--- config.mk ---
export PLATFORM = sky130hd
export DESIGN_NAME = signed_number_seven_segment_frame_unit
export DESIGN_NICKNAME = d
export VERILOG_FILES = /design/src/rtl/snssf_pkg.sv /design/src/rtl/snssf_ctrl.sv /design/src/rtl/snssf_datapath.sv /design/src/rtl/signed_number_seven_segment_frame_unit.sv
export SDC_FILE = /design/constraint.sdc
export NUM_CORES = 1
export LEC_CHECK = 0
export BUFFER_PORTS_ARGS = -buffer_cell sky130_fd_sc_hd__buf_2
export CORE_UTILIZATION = 34
export DETAILED_ROUTE_END_ITERATION = 16
export GPL_TIMING_DRIVEN = 0
export REMOVE_ABC_BUFFERS = 1
export SLEW_MARGIN = 20
export SYNTH_ARGS = -nofsm -noshare
export SYNTH_HDL_FRONTEND = slang
export SYNTH_SLANG_ARGS = --single-unit
--- constraint.sdc ---
create_clock -name clk -period 9.8 [get_ports clk]
set_clock_uncertainty 0.2 [all_clocks]
set_input_delay 1.47 -clock clk [delete_from_list [all_inputs] [get_ports clk]]
set_output_delay 1.47 -clock clk [all_outputs]
set_load 0.03 [all_outputs]
--- src/rtl/snssf_pkg.sv ---
`timescale 1ns / 1ps
package snssf_pkg;

    localparam logic [7:0] SEG_MINUS  = 8'h40;
    localparam logic [7:0] SEG_DOT    = 8'h80;
    localparam logic [7:0] FRAME_ADDR = 8'h08;
    localparam logic [7:0] FRAME_CMD  = 8'h18;
    localparam logic [7:0] FRAME_CTRL = 8'h12;

    // mag / 10 == (mag * 52429) >> 19 for mag < 81920
    localparam logic [16:0] RECIP_TEN  = 17'd52429;
    localparam int          RECIP_SHIFT = 19;

    typedef enum logic [2:0] {
        FUNC_SHOW    = 3'd0,
        FUNC_SET     = 3'd1,
        FUNC_DOT     = 3'd2,
        FUNC_CLEAR   = 3'd3,
        FUNC_DISPLAY = 3'd4
    } func_t;

    typedef struct packed {
        logic accept;
        logic render_step;
        logic emit_load;
    } cmd_t;

    typedef struct packed {
        logic zero_blank;
        logic render_done;
        logic emit_done;
        logic out_free;
    } status_t;

    function automatic logic [7:0] hex_seg(input logic [3:0] d);
        logic [7:0] s;
        unique case (d)
            4'h0: s = 8'h3F;
            4'h1: s = 8'h06;
            4'h2: s = 8'h5B;
            4'h3: s = 8'h4F;
            4'h4: s = 8'h66;
            4'h5: s = 8'h6D;
            4'h6: s = 8'h7D;
            4'h7: s = 8'h07;
            4'h8: s = 8'h7F;
            4'h9: s = 8'h6F;
            4'hA: s = 8'h77;
            4'hB: s = 8'h7C;
            4'hC: s = 8'h39;
            4'hD: s = 8'h5E;
            4'hE: s = 8'h79;
            4'hF: s = 8'h71;
            default: s = 8'h00;
        endcase
        return s;
    endfunction

endpackage

--- src/rtl/snssf_ctrl.sv ---
`timescale 1ns / 1ps
module snssf_ctrl
    import snssf_pkg::*;
(
    input  logic       clk,
    input  logic       rst_n,
    input  logic       in_valid,
    output logic       in_ready,
    input  logic [2:0] func,
    input  status_t    status,
    output cmd_t       cmd
);

    typedef enum logic [2:0] {
        ST_IDLE   = 3'b001,
        ST_RENDER = 3'b010,
        ST_EMIT   = 3'b100
    } state_t;

    state_t state_reg, state_next;

    always_ff @(posedge clk or negedge rst_n)
    begin
        if (!rst_n)
        begin
            state_reg <= ST_IDLE;
        end
        else
        begin
            state_reg <= state_next;
        end
    end

    assign in_ready = (state_reg == ST_IDLE);

    always_comb
    begin
        state_next      = state_reg;
        cmd.accept      = 1'b0;
        cmd.render_step = 1'b0;
        cmd.emit_load   = 1'b0;
        unique case (state_reg)
            ST_IDLE:
            begin
                if (in_valid)
                begin
                    cmd.accept = 1'b1;
                    if (func == FUNC_SHOW && !status.zero_blank)
                    begin
                        state_next = ST_RENDER;
                    end
                    else if (func == FUNC_DISPLAY)
                    begin
                        state_next = ST_EMIT;
                    end
                end
            end
            ST_RENDER:
            begin
                cmd.render_step = 1'b1;
                if (status.render_done)
                begin
                    state_next = ST_IDLE;
                end
            end
            ST_EMIT:
            begin
                if (status.out_free)
                begin
                    cmd.emit_load = 1'b1;
                    if (status.emit_done)
                    begin
                        state_next = ST_IDLE;
                    end
                end
            end
            default:
            begin
                state_next = ST_IDLE;
            end
        endcase
    end

endmodule

--- src/rtl/snssf_datapath.sv ---
`timescale 1ns / 1ps
module snssf_datapath
    import snssf_pkg::*;
#(
    parameter int DIGITS = 4
)
(
    input  logic               clk,
    input  logic               rst_n,
    input  logic               cfg_we,
    input  logic               cfg_wdata,
    input  logic [2:0]         func,
    input  logic signed [15:0] number,
    input  logic [2:0]         position,
    input  logic [7:0]         segments,
    input  cmd_t               cmd,
    output status_t            status,
    output logic               out_valid,
    input  logic               out_ready,
    output logic [7:0]         frame_byte,
    output logic               last
);

    localparam int PW       = (DIGITS > 1) ? $clog2(DIGITS) : 1;
    localparam int FRAME_N  = DIGITS + 3;
    localparam int IW       = $clog2(FRAME_N);
    localparam logic [IW-1:0] IDX_LAST = IW'(FRAME_N - 1);
    localparam logic [PW-1:0] POS_FIRST = PW'(DIGITS - 1);

    logic [7:0]    buf_reg [DIGITS];
    logic [7:0]    buf_next [DIGITS];
    logic          lz_reg;
    logic [16:0]   mag_reg, mag_next;
    logic          neg_reg, neg_next;
    logic [PW-1:0] pos_reg, pos_next;
    logic [IW-1:0] idx_reg, idx_next;
    logic          out_valid_reg, out_valid_next;
    logic [7:0]    frame_byte_reg, frame_byte_next;
    logic          last_reg, last_next;

    logic          in_neg;
    logic [16:0]   in_mag;
    logic [33:0]   prod;
    logic [16:0]   quot;
    logic [16:0]   rem_full;
    logic [3:0]    digit;
    logic          spent;
    logic [7:0]    render_seg;
    logic [7:0]    emit_byte;

    assign in_neg = number[15];
    assign in_mag = in_neg ? (17'd0 - {number[15], number}) : {1'b0, number};

    assign prod     = mag_reg * RECIP_TEN;
    assign quot     = 17'(prod >> RECIP_SHIFT);
    assign rem_full = mag_reg - ((quot << 3) + (quot << 1));
    assign digit    = rem_full[3:0];
    assign spent    = (mag_reg == 17'd0);

    always_comb
    begin
        if (spent && neg_reg)
        begin
            render_seg = SEG_MINUS;
        end
        else if (spent && !lz_reg)
        begin
            render_seg = 8'h00;
        end
        else
        begin
            render_seg = hex_seg(digit);
        end
    end

    always_comb
    begin
        emit_byte = FRAME_ADDR;
        for (int i = 0; i < DIGITS; i++)
        begin
            if (idx_reg == IW'(i + 1))
            begin
                emit_byte = buf_reg[i];
            end
        end
        if (idx_reg == IW'(DIGITS + 1))
        begin
            emit_byte = FRAME_CMD;
        end
        else if (idx_reg == IDX_LAST)
        begin
            emit_byte = FRAME_CTRL;
        end
    end

    always_comb
    begin
        status.zero_blank  = (number == 16'sd0) && !lz_reg;
        status.render_done = (pos_reg == '0);
        status.emit_done   = (idx_reg == IDX_LAST);
        status.out_free    = !out_valid_reg || out_ready;
    end

    always_comb
    begin
        buf_next        = buf_reg;
        mag_next        = mag_reg;
        neg_next        = neg_reg;
        pos_next        = pos_reg;
        idx_next        = idx_reg;
        out_valid_next  = out_valid_reg && !out_ready;
        frame_byte_next = frame_byte_reg;
        last_next       = last_reg;

        if (cmd.accept)
        begin
            unique case (func)
                FUNC_SHOW:
                begin
                    if (status.zero_blank)
                    begin
                        for (int i = 0; i < DIGITS; i++)
                        begin
                            buf_next[i] = 8'h00;
                        end
                        buf_next[DIGITS-1] = hex_seg(4'h0);
                    end
                    else
                    begin
                        mag_next = in_mag;
                        neg_next = in_neg;
                        pos_next = POS_FIRST;
                    end
                end
                FUNC_SET:
                begin
                    for (int i = 0; i < DIGITS; i++)
                    begin
                        if (position == 3'(i + 1))
                        begin
                            buf_next[i] = segments;
                        end
                    end
                end
                FUNC_DOT:
                begin
                    for (int i = 0; i < DIGITS; i++)
                    begin
                        if (position == 3'(i + 1))
                        begin
                            buf_next[i] = buf_reg[i] | SEG_DOT;
                        end
                    end
                end
                FUNC_CLEAR:
                begin
                    for (int i = 0; i < DIGITS; i++)
                    begin
                        buf_next[i] = 8'h00;
                    end
                end
                FUNC_DISPLAY:
                begin
                    idx_next = '0;
                end
                default:
                begin
                end
            endcase
        end

        if (cmd.render_step)
        begin
            for (int i = 0; i < DIGITS; i++)
            begin
                if (pos_reg == PW'(i))
                begin
                    buf_next[i] = render_seg;
                end
            end
            if (spent)
            begin
                neg_next = 1'b0;
            end
            mag_next = quot;
            pos_next = pos_reg - PW'(1);
        end

        if (cmd.emit_load)
        begin
            out_valid_next  = 1'b1;
            frame_byte_next = emit_byte;
            last_next       = (idx_reg == IDX_LAST);
            idx_next        = idx_reg + IW'(1);
        end
    end

    always_ff @(posedge clk or negedge rst_n)
    begin
        if (!rst_n)
        begin
            for (int i = 0; i < DIGITS; i++)
            begin
                buf_reg[i] <= 8'h00;
            end
            lz_reg        <= 1'b0;
            neg_reg       <= 1'b0;
            pos_reg       <= '0;
            idx_reg       <= '0;
            out_valid_reg <= 1'b0;
        end
        else
        begin
            buf_reg       <= buf_next;
            neg_reg       <= neg_next;
            pos_reg       <= pos_next;
            idx_reg       <= idx_next;
            out_valid_reg <= out_valid_next;
            if (cfg_we)
            begin
                lz_reg <= cfg_wdata;
            end
        end
    end

    always_ff @(posedge clk)
    begin
        mag_reg        <= mag_next;
        frame_byte_reg <= frame_byte_next;
        last_reg       <= last_next;
    end

    assign out_valid  = out_valid_reg;
    assign frame_byte = frame_byte_reg;
    assign last       = last_reg;

endmodule

--- src/rtl/signed_number_seven_segment_frame_unit.sv ---
// Set digit, set dot and clear write the digit buffer on accept, as does show number for a blanked zero;
// other numbers are rendered one decimal digit per cycle from the divide-by-ten step.
// Display: a frame of DIGITS + 3 bytes, registered and sent one per cycle while out_ready
// holds; the first byte is the address byte and the last the control byte.
// Throughput: one item at a time; in_ready drops while rendering or emitting a frame.
// Reset (rst_n, async, active low): digit buffer blank, leading_zero 0, output empty.
`timescale 1ns / 1ps
module signed_number_seven_segment_frame_unit
    import snssf_pkg::*;
#(
    parameter int DIGITS = 4
)
(
    input  logic               clk,
    input  logic               rst_n,
    input  logic               cfg_we,
    input  logic               cfg_wdata,
    input  logic               in_valid,
    output logic               in_ready,
    input  logic [2:0]         func,
    input  logic signed [15:0] number,
    input  logic [2:0]         position,
    input  logic [7:0]         segments,
    output logic               out_valid,
    input  logic               out_ready,
    output logic [7:0]         frame_byte,
    output logic               last
);

    cmd_t    cmd;
    status_t status;

    snssf_ctrl u_ctrl (
        .clk      (clk),
        .rst_n    (rst_n),
        .in_valid (in_valid),
        .in_ready (in_ready),
        .func     (func),
        .status   (status),
        .cmd      (cmd)
    );

    snssf_datapath #(
        .DIGITS (DIGITS)
    ) u_dp (
        .clk        (clk),
        .rst_n      (rst_n),
        .cfg_we     (cfg_we),
        .cfg_wdata  (cfg_wdata),
        .func       (func),
        .number     (number),
        .position   (position),
        .segments   (segments),
        .cmd        (cmd),
        .status     (status),
        .out_valid  (out_valid),
        .out_ready  (out_ready),
        .frame_byte (frame_byte),
        .last       (last)
    );

endmodule

==> results.yml <==
sta:
  clock.fmax_mhz: 126
  worst_slack_ns: 1.85
  setup_viol: 0
  worst_slew_pin_slew_ns: 0.867
  post-route-min-period_ns: 7.95
  slew_headroom_pct: 41.7
  hold_violations: 0
  fin_setup_tns_ns: 0
  fin_crit_sh_pct: 81.1
  slew_viol_final: 0
  rsz0062_at_grt: "no"
  holdWs_ns: 0.331
logic_synthesis:
  synth_top_family_by_area: "adder cells"
  synth_area_leaders: "ha_1 (22%), fa_1 (19%), dfrtp_1 (11%), inv_1 (8.2%), edfxtp_1 (7.5%)"
  synth_top_area_share_pct: 22.0
  synth_mux_area_share_pct: 0.903
  yosys.area_share.simple_pct: 10.3
  synth-seq-cells: 69
  synth-edff-count: 23
  synth_fa_ha_area_share_pct: 41.1
  async_flop_share_pct: 62.3
  syn_area_um2: 9150
  ys_seq_area_share_pct: 20.0
  synth_cells: 988
  ys.warnings.count: 0
  synth-xor-area-share_pct: 3.21
  avgSynthCellArea_um2: 9.26
  synth-compound-area-share_pct: 15.5
  synth_top_cell_by_area: "ha_1"
  ys_types: 65
  synthFlopType: "dfrtp_1"
finish:
  final_area_um2: 10100
  largest_reg_flops: 32
  final_cells: 1368
  area_delta_synth_final_pct: 10.1
  drive_above_1_share_pct: 7.65
  insertedDiodeCount: 0
  seqCellArea_um2: 1830
  post-route-util_pct: 38.4
  nFillCells: 2634
  final_nets: 1312
  multi_input_area_um2: 6500
worst_setup_path:
  crit_path_start_kind: "flop"
  r2r-start: "u_dp.mag_reg[8]"
  critical_path_depth: 25
  cp.arrival_ns: 7.94
  reg2reg_depth: 25
  path_buf_inv: 5
  worstPathRequired_ns: 9.80
  critPathLaunch: "u_dp.mag_reg[8]"
  cp_slowest_cell: "o311ai_1"
  cp_top_family: "adder cells"
  worst-r2r-setup-slack_ns: 1.85
  max_stage_delay_ns: 0.75
  cp_max_fo: 10
  worstReg2RegEnd: "u_dp.buf_reg[28]"
  crit_end: "u_dp.buf_reg[28]"
  crit_type: "flop to flop"
  endpoint_kind: "flop"
power_and_ir_drop:
  power_mw: 2.80
  vdd_drop_max_v: 0.000278
  power.leakage_nw: 5.10
  p_per_area_nw_per_um2: 278
global_route:
  gr-total-overflow: 0
  grt_start_max_net_pins: 44
  grt_pass1_wl_mm: 38.6
  grt_pass1_vias: 7412
  antenna_found_initial: 0
  grtUsageTotal_pct: 17.7
floorplanning:
  design.core.area_um2: 26200
  num_rows: 59
  die_height_um: 166
  die_area_um2: 27600
  die-width_um: 166
  start_util_pct: 34.9
  io_pins: 47
clocking:
  root_buffer: "clkbuf_16"
  hold_buffers: 0
  postCtsSetupRepairBufs: 0
  cts_buffer_depth: 2
  htree_levels: 3
  cts_tree: "done"
  clk_pin_slew_ns: 0.07
  clk_latency_ns: 0.34
  numCtsBuffers: 9
  ctsResizeCount: 0
  numClockSinks: 69
route:
  totalWireLength_mm: 23.2
  vias: 7172
  drtAntennaViolNets: 0
  drtIter0Drc: 549
  drc: 0
  drt-wirelength-per-cell_um: 17.0
  drtPass1Iterations: 6
  via_per_inst: 5.24
hold_path:
  hold_path.class: "flop to flop"
place:
  dpl.hpwl_mm: 19.1
  placed_area_um2: 9740
  port_buffers: 46
  gp_congestion: 0.939
  placedCellCount: 1352
  pre_cts_ws_ns: 1.93
run_status:
  outcome: "finished clean"
run:
  maxCapViolCount: 0
[cells in the mapped netlist (all sizes together), types with 4 or more instances]
cell	n
and2	8
nand2b	7
a22oi	19
nand4	6
or3	5
inv	201
mux2i	6
a22o	5
a211oi	8
nand3b	4
o2bb2ai	4
nand3	8
o21a	5
o31ai	14
nand2	70
nor2	55
xnor2	15
o22ai	12
o21ai	43
a21o	10
ha	161
a21oi	50
fa	87
a221oi	10
edfxtp	23
nor2b	6
clkbuf	17
or2	6
nor4	5
dfrtp	42
xor2	16
a31oi	8
nor3	6
[layer usage]
layer  wire [µm]  GRT usage (%)
met4         495           5.61
met3         981           2.05
met2       10700           29.0
met1       11000           24.5
met5           0              0
[where the power goes]
part	internal, mW	switching (mW)
clock network	0.228	0.147
registers	0.322	0.0221
logic	0.793	1.29
[kinds of logic (layout without fill, tap and decap cells)]
kind of cell / count (synthesis) / count (layout)
AOI/OAI and AO/OA: 215 / 215
xor gates and xnor gates: 32 / 32
adders and majority gates: 248 / 248
and+or+nand+nor: 198 / 198
buffers and inverters: 219 / 264
muxes: 7 / 7
DFF: 69 / 69
[cell usage in the layout, fill, tap and decap left out, drive strengths merged, types with 14 or more instances in the layout]
cell,count
dfrtp,42
o21ai,43
nor2,55
a21oi,50
nand2,70
buf,47
xor2,16
a22oi,19
o31ai,14
ha,161
inv,205
edfxtp,23
xnor2,15
fa,87
[worst min path at each step]
stage | startpoint | endpoint | slack (ns) | cells past startpoint
after floorplan | u_dp.pos_reg[0] | u_dp.pos_reg[0] | 0.29 | 1
after global placement | u_dp.out_valid | u_dp.out_valid | 0.30 | 2
after detailed placement | u_dp.out_valid | u_dp.out_valid | 0.31 | 2
after CTS | u_dp.out_valid | u_dp.out_valid | 0.33 | 2
after global routing | u_ctrl.state_reg[1] | u_ctrl.state_reg[2] | 0.37 | 1
final | u_dp.out_valid | u_dp.out_valid | 0.33 | 2
[worst min-delay path: stages (launching register included)]
cell	delay [ns]
dfrtp_1	0.36
nand2b_1	0.07
nand2_1	0.06
[cell type report]
type | count | share of cell area [%]
flip-flops and latches | 69 | 18.1
repair buffers | 47 | 2.42
inverters | 201 | 7.49
clock inverters | 7 | 1.04
clock buffers | 9 | 2.24
multi-input cells | 700 | 64.5
well taps | 335 | 4.16
Note: power is estimated with default switching activity, not from simulation.
